**config.mk**
```make
export PLATFORM = sky130hd
export DESIGN_NAME = lexicographic_permutation_generator
export DESIGN_NICKNAME = d
export VERILOG_FILES = /design/src/rtl/lpg_pkg.sv /design/src/rtl/lexicographic_permutation_generator.sv /design/src/rtl/lpg_perm_file.sv
export SDC_FILE = /design/constraint.sdc
export NUM_CORES = 1
export LEC_CHECK = 0
export ABC_AREA = 1
export BUFFER_PORTS_ARGS = -buffer_cell sky130_fd_sc_hd__clkbuf_2
export CORE_ASPECT_RATIO = 1.25
export CORE_MARGIN = 5
export CORE_UTILIZATION = 40
export DETAILED_ROUTE_END_ITERATION = 10
export MAX_ROUTING_LAYER = met4
export PLACE_DENSITY = 0.59
export SYNTH_ARGS = -nofsm -noshare
export SYNTH_HDL_FRONTEND = slang
export SYNTH_SLANG_ARGS = --single-unit
```
**constraint.sdc**
```tcl
create_clock -name clk -period 3.8 [get_ports clk]
set_clock_uncertainty 0.15 [all_clocks]
set_input_delay 0.76 -clock clk [delete_from_list [all_inputs] [get_ports clk]]
set_output_delay 0.76 -clock clk [all_outputs]
set_load 0.03 [all_outputs]
```
**src/rtl/lpg_pkg.sv**
```systemverilog
// ----------------------------------------------------------------------------
// lpg_pkg: shared types and constants
// Widths, register-file write command and sequencer states for the
// lexicographic permutation generator.
// ----------------------------------------------------------------------------
package lpg_pkg;

  localparam int ELEM_W        = 3;   // value width of one element
  localparam int IDX_W         = 3;   // position index width (up to 8 positions)
  localparam int SIZE_W        = 4;   // perm_size register width
  localparam int RANK_W        = 16;  // running rank width
  localparam int NUM_OUT_ELEMS = 8;   // element fields on the result channel

  // Up to two element writes per cycle, plus a reload of the identity.
  typedef struct packed {
    logic              load_ident;
    logic              wa_en;
    logic [IDX_W-1:0]  wa_addr;
    logic [ELEM_W-1:0] wa_data;
    logic              wb_en;
    logic [IDX_W-1:0]  wb_addr;
    logic [ELEM_W-1:0] wb_data;
  } wr_cmd_t;

  typedef enum logic [7:0] {
    ST_IDLE      = 8'b0000_0001,
    ST_SUCC      = 8'b0000_0010,
    ST_SWAP      = 8'b0000_0100,
    ST_REV_RD    = 8'b0000_1000,
    ST_REV_WR    = 8'b0001_0000,
    ST_PIV_PRIME = 8'b0010_0000,
    ST_PIV_SCAN  = 8'b0100_0000,
    ST_DONE      = 8'b1000_0000
  } state_t;

endpackage

```
**src/rtl/lexicographic_permutation_generator.sv**
```systemverilog
// ----------------------------------------------------------------------------
// lexicographic_permutation_generator: next-permutation request engine
// Emits permutations of 0..n-1 in lexicographic order, one per request item.
// ----------------------------------------------------------------------------
// Each input item is a request: restart=1 returns the identity with rank 0,
// restart=0 returns the lexicographic successor of the permutation held, with
// the rank one higher; after the descending permutation it wraps to the
// identity. Positions at or beyond n read zero; is_last flags the descending
// permutation. A restart (or a next request before any restart, or right
// after a perm_size write) loads the identity without any scan. A successor
// request is run by a small sequencer around one 3-bit comparator and a
// single read port of the element register file: a successor scan, a swap,
// the suffix reversal (a read and a write state per swapped pair), and a
// pivot scan of the new permutation that also yields is_last and the pivot
// for the following request, then a load of the result register. in_ready
// is high only while the sequencer is idle; a finished result waits in the
// output register, so the next request can be taken while the previous
// result is still waiting. If that next result finishes while the output
// register is still full, the sequencer holds in its last state and
// in_ready stays low until the result is taken. perm_size may be written
// only while idle; values 0 and above MAX_ELEMS clamp to 1 and MAX_ELEMS.
module lexicographic_permutation_generator #(
  parameter int MAX_ELEMS = 8
) (
  input  logic                                clk,
  input  logic                                rst,
  input  logic                                cfg_wr_en,
  input  logic [lpg_pkg::SIZE_W-1:0]          cfg_wr_data,
  input  logic                                in_valid,
  output logic                                in_ready,
  input  logic                                restart,
  output logic                                out_valid,
  input  logic                                out_ready,
  output logic [lpg_pkg::ELEM_W-1:0]          elem_0,
  output logic [lpg_pkg::ELEM_W-1:0]          elem_1,
  output logic [lpg_pkg::ELEM_W-1:0]          elem_2,
  output logic [lpg_pkg::ELEM_W-1:0]          elem_3,
  output logic [lpg_pkg::ELEM_W-1:0]          elem_4,
  output logic [lpg_pkg::ELEM_W-1:0]          elem_5,
  output logic [lpg_pkg::ELEM_W-1:0]          elem_6,
  output logic [lpg_pkg::ELEM_W-1:0]          elem_7,
  output logic [lpg_pkg::RANK_W-1:0]          perm_index,
  output logic                                is_last
);

  localparam int EW = lpg_pkg::ELEM_W;
  localparam int IW = lpg_pkg::IDX_W;
  localparam int SW = lpg_pkg::SIZE_W;
  localparam int NO = lpg_pkg::NUM_OUT_ELEMS;

  lpg_pkg::state_t  state;
  lpg_pkg::wr_cmd_t cmd;

  logic [SW-1:0]             perm_size;
  logic                      started;
  logic [lpg_pkg::RANK_W-1:0] rank;

  // Pivot of the held permutation: rightmost ascent, its value, and whether
  // one exists at all (none means the permutation is the descending one).
  logic [IW-1:0] piv_k;
  logic [EW-1:0] piv_val;
  logic          piv_found;

  logic [IW-1:0] a_idx;
  logic [IW-1:0] b_idx;
  logic [IW-1:0] l_idx;
  logic [EW-1:0] l_val;
  logic [EW-1:0] prev;
  logic [EW-1:0] tmp;

  logic [IW-1:0] rd_addr;
  logic [EW-1:0] rd_data;
  logic [EW-1:0] elems [MAX_ELEMS];

  logic [EW-1:0] out_elem [NO];
  logic [EW-1:0] elem_sel [NO];
  logic [lpg_pkg::RANK_W-1:0] out_rank;
  logic          out_last;

  logic [SW-1:0] n_eff;
  logic [IW-1:0] n_m1;
  logic [IW-1:0] n_m2;
  logic          in_fire;
  logic          out_free;

  // Shared comparator and its operand selection.
  logic [EW-1:0] cmp_a;
  logic [EW-1:0] cmp_b;
  logic          cmp_lt;

  // Clamp the configured size into 1..MAX_ELEMS.
  always_comb begin
    if (perm_size == '0) begin
      n_eff = SW'(1);
    end else if (perm_size > SW'(MAX_ELEMS)) begin
      n_eff = SW'(MAX_ELEMS);
    end else begin
      n_eff = perm_size;
    end
  end

  assign n_m1     = IW'(n_eff - SW'(1));
  assign n_m2     = IW'(n_eff - SW'(2));
  assign in_ready = (state == lpg_pkg::ST_IDLE);
  assign in_fire  = in_valid && in_ready;
  assign out_free = !out_valid || out_ready;

  always_comb begin
    if (state == lpg_pkg::ST_SUCC) begin
      cmp_a = piv_val;
      cmp_b = rd_data;
    end else begin
      cmp_a = rd_data;
      cmp_b = prev;
    end
  end
  assign cmp_lt = (cmp_a < cmp_b);

  // Read address and write command per state.
  always_comb begin
    cmd     = '0;
    rd_addr = a_idx;
    unique case (state)
      lpg_pkg::ST_IDLE: begin
        cmd.load_ident = in_fire && (restart || !started || !piv_found);
      end
      lpg_pkg::ST_SWAP: begin
        cmd.wa_en   = 1'b1;
        cmd.wa_addr = piv_k;
        cmd.wa_data = l_val;
        cmd.wb_en   = 1'b1;
        cmd.wb_addr = l_idx;
        cmd.wb_data = piv_val;
      end
      lpg_pkg::ST_REV_WR: begin
        rd_addr     = b_idx;
        cmd.wa_en   = 1'b1;
        cmd.wa_addr = a_idx;
        cmd.wa_data = rd_data;
        cmd.wb_en   = 1'b1;
        cmd.wb_addr = b_idx;
        cmd.wb_data = tmp;
      end
      lpg_pkg::ST_PIV_PRIME: begin
        rd_addr = n_m1;
      end
      lpg_pkg::ST_SUCC, lpg_pkg::ST_REV_RD, lpg_pkg::ST_PIV_SCAN,
      lpg_pkg::ST_DONE: begin
        rd_addr = a_idx;
      end
      default: begin
        rd_addr = a_idx;
      end
    endcase
  end

  lpg_perm_file #(
    .MAX_ELEMS(MAX_ELEMS)
  ) u_perm_file (
    .clk     (clk),
    .rst     (rst),
    .cmd     (cmd),
    .rd_addr (rd_addr),
    .rd_data (rd_data),
    .elems   (elems)
  );

  // Mask positions at or beyond n; fields past MAX_ELEMS are tied to zero.
  for (genvar j = 0; j < NO; j++) begin : g_sel
    if (j < MAX_ELEMS) begin : g_live
      assign elem_sel[j] = (SW'(j) < n_eff) ? elems[j] : '0;
    end else begin : g_zero
      assign elem_sel[j] = '0;
    end
  end

  // Sequencer.
  always_ff @(posedge clk) begin
    if (rst) begin
      state     <= lpg_pkg::ST_IDLE;
      perm_size <= SW'(8);
      started   <= 1'b0;
      rank      <= '0;
      piv_found <= 1'b0;
    end else begin
      if (cfg_wr_en) begin
        perm_size <= cfg_wr_data;
        started   <= 1'b0;
      end
      unique case (state)
        lpg_pkg::ST_IDLE: begin
          if (in_fire) begin
            if (restart || !started || !piv_found) begin
              // Identity: pivot is known without a scan.
              started   <= 1'b1;
              rank      <= '0;
              piv_k     <= n_m2;
              piv_val   <= EW'(n_m2);
              piv_found <= (n_eff >= SW'(2));
              state     <= lpg_pkg::ST_DONE;
            end else begin
              a_idx <= n_m1;
              state <= lpg_pkg::ST_SUCC;
            end
          end
        end
        lpg_pkg::ST_SUCC: begin
          // Suffix right of the pivot is descending: first hit from the right.
          if (cmp_lt) begin
            l_idx <= a_idx;
            l_val <= rd_data;
            state <= lpg_pkg::ST_SWAP;
          end else begin
            a_idx <= a_idx - IW'(1);
          end
        end
        lpg_pkg::ST_SWAP: begin
          rank  <= rank + lpg_pkg::RANK_W'(1);
          a_idx <= piv_k + IW'(1);
          b_idx <= n_m1;
          if ((piv_k + IW'(1)) < n_m1) begin
            state <= lpg_pkg::ST_REV_RD;
          end else begin
            state <= lpg_pkg::ST_PIV_PRIME;
          end
        end
        lpg_pkg::ST_REV_RD: begin
          tmp   <= rd_data;
          state <= lpg_pkg::ST_REV_WR;
        end
        lpg_pkg::ST_REV_WR: begin
          a_idx <= a_idx + IW'(1);
          b_idx <= b_idx - IW'(1);
          if (({1'b0, a_idx} + 4'd1) < ({1'b0, b_idx} - 4'd1)) begin
            state <= lpg_pkg::ST_REV_RD;
          end else begin
            state <= lpg_pkg::ST_PIV_PRIME;
          end
        end
        lpg_pkg::ST_PIV_PRIME: begin
          prev  <= rd_data;
          a_idx <= n_m2;
          state <= lpg_pkg::ST_PIV_SCAN;
        end
        lpg_pkg::ST_PIV_SCAN: begin
          // Walk left for the rightmost ascent of the new permutation.
          if (cmp_lt) begin
            piv_found <= 1'b1;
            piv_k     <= a_idx;
            piv_val   <= rd_data;
            state     <= lpg_pkg::ST_DONE;
          end else if (a_idx == '0) begin
            piv_found <= 1'b0;
            state     <= lpg_pkg::ST_DONE;
          end else begin
            prev  <= rd_data;
            a_idx <= a_idx - IW'(1);
          end
        end
        lpg_pkg::ST_DONE: begin
          // Hold until the result register is free, then load it.
          if (out_free) begin
            state <= lpg_pkg::ST_IDLE;
          end
        end
        default: begin
          state <= lpg_pkg::ST_IDLE;
        end
      endcase
    end
  end

  // Result valid: set on load, drop once the item is taken.
  always_ff @(posedge clk) begin
    if (rst) begin
      out_valid <= 1'b0;
    end else if (state == lpg_pkg::ST_DONE && out_free) begin
      out_valid <= 1'b1;
    end else if (out_ready) begin
      out_valid <= 1'b0;
    end
  end

  // Result register payload.
  always_ff @(posedge clk) begin
    if (state == lpg_pkg::ST_DONE && out_free) begin
      out_elem <= elem_sel;
      out_rank <= rank;
      out_last <= !piv_found;
    end
  end

  assign elem_0     = out_elem[0];
  assign elem_1     = out_elem[1];
  assign elem_2     = out_elem[2];
  assign elem_3     = out_elem[3];
  assign elem_4     = out_elem[4];
  assign elem_5     = out_elem[5];
  assign elem_6     = out_elem[6];
  assign elem_7     = out_elem[7];
  assign perm_index = out_rank;
  assign is_last    = out_last;

`ifndef SYNTH
  // The successor scan never reaches the pivot position.
  a_succ_above_pivot: assert property (@(posedge clk) disable iff (rst)
    (state == lpg_pkg::ST_SUCC) |-> (a_idx > piv_k))
    else $error("successor scan passed the pivot");

  // Reversal pointers have not crossed while swapping.
  a_rev_ordered: assert property (@(posedge clk) disable iff (rst)
    (state == lpg_pkg::ST_REV_WR) |-> (a_idx < b_idx))
    else $error("suffix reversal pointers crossed");

  // A restart request always comes back with rank zero.
  a_restart_rank: assert property (@(posedge clk) disable iff (rst)
    (in_fire && restart) |=> (rank == '0))
    else $error("restart did not clear the rank");

  // A held pivot lies left of the last position.
  a_pivot_range: assert property (@(posedge clk) disable iff (rst)
    (state == lpg_pkg::ST_IDLE && started && piv_found) |-> (piv_k < n_m1))
    else $error("pivot outside the permutation");
`endif

endmodule

```
**src/rtl/lpg_perm_file.sv**
```systemverilog
// ----------------------------------------------------------------------------
// lpg_perm_file: permutation element register file
// One indexed read port, two write ports, and a reload of the identity by
// clearing every per-entry valid bit. All entries also appear in parallel.
// ----------------------------------------------------------------------------
module lpg_perm_file #(
  parameter int MAX_ELEMS = 8
) (
  input  logic                          clk,
  input  logic                          rst,
  input  lpg_pkg::wr_cmd_t              cmd,
  input  logic [lpg_pkg::IDX_W-1:0]     rd_addr,
  output logic [lpg_pkg::ELEM_W-1:0]    rd_data,
  output logic [lpg_pkg::ELEM_W-1:0]    elems [MAX_ELEMS]
);

  localparam int AW = $clog2(MAX_ELEMS);

  logic [lpg_pkg::ELEM_W-1:0] data [MAX_ELEMS];
  logic [MAX_ELEMS-1:0]       valid;

  // An entry that is not valid holds its own position (identity).
  for (genvar i = 0; i < MAX_ELEMS; i++) begin : g_entry
    assign elems[i] = valid[i] ? data[i] : lpg_pkg::ELEM_W'(i);

    always_ff @(posedge clk) begin
      if (rst) begin
        valid[i] <= 1'b0;
      end else if (cmd.load_ident) begin
        valid[i] <= 1'b0;
      end else if ((cmd.wa_en && cmd.wa_addr[AW-1:0] == AW'(i)) ||
                   (cmd.wb_en && cmd.wb_addr[AW-1:0] == AW'(i))) begin
        valid[i] <= 1'b1;
      end
    end

    always_ff @(posedge clk) begin
      if (cmd.wa_en && cmd.wa_addr[AW-1:0] == AW'(i)) begin
        data[i] <= cmd.wa_data;
      end else if (cmd.wb_en && cmd.wb_addr[AW-1:0] == AW'(i)) begin
        data[i] <= cmd.wb_data;
      end
    end
  end

  assign rd_data = elems[rd_addr[AW-1:0]];

endmodule
```
==> impl_results.md <==
* Status: completed
* Root buffer cell: clkbuf_16
* Worst hold start: rank[5]
* Clock-pin slew on the worst setup and hold paths at 0.07 ns
* Area of the multi-input gates at between 0.002 and 0.0025 mm2
* Hold Path End: perm_index[5]
* Routed WL at between 15000 and 20000 um
* Library cells used by synthesis at 50
* Top-area cell type share of the netlist area at a little over two fifths
* IO Port Bufs at 52
* Post-synth top area cell: edfxtp_1
* Max FO, Critical Path at 7
* Post-Synthesis Cells at about 680
* Hold_buf cts at 0
* Met2 Use GR at 31.3%
* Syn. warnings at 0
* M3 GR Usage at 3.67%
* Routed Antenna Nets at 0
* Drt via density at 4.98
* Minimum clock period at 3.51 ns
* Antenna Cells at 0
* Final Util at 49.3%
* Peak VDD IR at 0.225 mV
* Fin. Hold Viols at 0
* Tcrit/Tclk final at 92.4%
* Synth Cell Area at 0.00626 mm2
* DR iter-0 viols at 384
* Layout cells sized above 1 at between 20% and 30%
* Crit. End Element: flop
* Number of flops mapped to enable cells by yosys at 89
* Most frequent cells in the layout: 122 x nand2_1, 94 x inv_1, 89 x edfxtp_1
* Max Root-Sink Buffers at 2
* Core area at 0.0155 mm2
* Initial antenna violation count at 0
* Hold path cells at 0
* Gr usage total at 18.7%
* Worst reg2reg setup slack at 0.29 ns
* Number of global-route vias before repair at 4878
* IO Pins at 53
* Data required, critical path at 3.80 ns
* Clock latency on the worst-skew pair at 0.42 ns
* DP Cell Count at 950
* R2R Path End: a_idx[1]
* Die area at 0.0183 mm2
* Top post-synthesis cells by area: edfxtp_1 43%, dfxtp_1 12%, nand2_1 7.3%, inv_1 5.9%, o21ai_0 5.8%
* Commonest non-fill, non-tap cell in the layout: nand2_1
* Die Span Y at 150 um
* Total power at 3.70 mW
* Tightest Pin Transition at 0.713 ns
* Remaining DRCs at 0
* Mapped Avg Cell Area at 9.26 um2
* Number of synthesized register bits at 128
* Layout area overhead at 22.0%
* DR pass1 iterations at 5
* Row count at 51
* Worst path arrival time at about 3.5 ns
* DP HPWL at 12000 um
* Startpoint types: flop
* Die Wd at 122 um
* Reg2reg path depth at 22
* Grt met1 use at 21.9%
* Worst Hold Class: flop to flop
* Max Freq at about 0.28 GHz
* H-Tree Depth at 4
* Fin. max-slew vios at 0
* Slew margin rel. at 51.9%
* Most used routing layer: met2
* Ys async rst share at 0%
* First-pass GRT wire length at 25200 um
* Seq/Total Area, Yosys at 55.2%
* Static leakage at about 3 nW
* Final #Nets at between 700 and 800
* Hold Worst Slack at 0.280 ns
* RR Startpoint: perm_size[1]
* Setup violators final at 0
* Initial core utilization at 40.4%
* Register Area at 0.00345 mm2
* Gpl congestion at 0.901
* CTS tree: yes
* Routed WL per cell at approximately 16 um
* Largest net degree at the start of global routing at between 40 and 50
* Via Count at 4923
* Max-Cap Viols at 0
* Post-synth net total at 702
* # clock sinks at 128
* Num CTS Buffers at 17
* Main synth FF type: edfxtp_1
* WS Path Type: flop to flop
* PwrDens at 485 mW/mm2
* FILL cells at 1470
* GRT overflow at 0
* Finished Layout Cells at 989
[worst max-delay path by stage]
stage            startpoint       end  slack [ns]  depth (start not counted)
5_1_grt        perm_size[1]  a_idx[0]       -0.04                         23
3_5_place_dp   perm_size[2]  a_idx[1]       0.002                         20
4_1_cts        perm_size[2]  a_idx[0]        0.04                         23
6_report       perm_size[1]  a_idx[1]        0.29                         22
2_1_floorplan  perm_size[2]  l_idx[0]        0.30                         18
3_3_place_gp   perm_size[2]  a_idx[2]        0.14                         20
[Yosys cell counts, types with 6 or more instances]
cell,n
nand2_1,122
inv_1,98
edfxtp_1,89
o21ai_0,72
nor2_1,66
dfxtp_1,39
nand3_1,30
a21oi_1,29
ha_1,15
nor3_1,11
inv_2,7
o21ai_1,7
nand2_2,6
nand4_1,6
xor2_1,6
[layout make-up]
cell class	instances	area share, %
Timing Repair Buffer	77	5.87
Tap cell	212	3.47
Clock buffer	18	5.90
Clock inverter	14	2.51
Sequential cell	128	45.2
Multi-Input combinational cell	434	31.8
Inverter	106	5.24
[through the flow]
| stage | setup TNS, ns | setup slack (ns) | cell area, um2 |
|---|---|---|---|
| 6_report | 0 | 0.289 | 7640 |
| 2_1_floorplan | 0 | 0.301 | 6260 |
| 3_3_place_gp | 0 | 0.140 | 6890 |
| 5_1_grt | -0.103 | -0.0355 | 7640 |
| 4_1_cts | 0 | 0.0354 | 7530 |
| 3_5_place_dp | 0 | 0.00236 | 6890 |
[cells by family after synthesis]
kind of cell               Yosys count  synth area share, %
AOI/OAI and AO/OA                  136                 12.4
xor gates and xnor gates             9                 1.26
adders and majority gates           16                 3.32
buffers and inverters              114                 7.04
DFF                                128                 55.2
and+or+nand+nor                    273                 20.8
[report_power, final]
group | total, mW | switching, mW | internal (mW)
logic | 0.375 | 0.256 | 0.119
clock network | 1.77 | 0.668 | 1.10
registers | 1.56 | 0.0245 | 1.54
[timing repair]
action | in CTS | in global routing
buffers inserted | 0 | 7
pin swaps | 0 | 6
gates resized for setup | 1 | 16
setup endpoints to repair | 3 | 24
[per-layer routing]
| metal | part of all wire, % | routed length (um) | up-vias |
|---|---|---|---|
| li1 | - | - | 2466 |
| met1 | 42 | 6550 | 2309 |
| met2 | 51 | 7950 | 123 |
| met3 | 4.7 | 737 | 25 |
| met4 | 2.6 | 403 | 0 |
| met5 | 0 | 0 | - |
[worst max-delay path, cell delays in order (launching register included)]
cell and delay, ns:
dfxtp_1 0.32, inv_2 0.09, nand3_1 0.11, a21oi_2 0.22
inv_2 0.08, ha_4 0.23, nand2_1 0.08, o21ai_2 0.07
nor2_4 0.21, inv_2 0.09, o21ai_1 0.09, o22ai_1 0.09
o21a_4 0.23, nand2_1 0.05, o21ai_0 0.08, ha_1 0.28
nand2_1 0.05, inv_1 0.06, nand3_2 0.09, nand2_4 0.11
nor2_1 0.07, nor4_2 0.24, buf_4 0.16
[flip-flops by register name, indices dropped and copies added (netlist names), 3 cells and up]
signal             cells
state                  8
elem_3                 3
perm_size              4
l_val                  3
prev                   3
elem_6                 3
piv_val                3
elem_5                 3
elem_7                 3
b_idx                  3
perm_index            16
u_perm_file.data      24
u_perm_file.valid      8
rank                  16
piv_k                  3
elem_2                 3
elem_4                 3
l_idx                  3
a_idx                  3
elem_0                 3
tmp                    3
elem_1                 3
No activity file was read; power rests on OpenSTA's default activity.
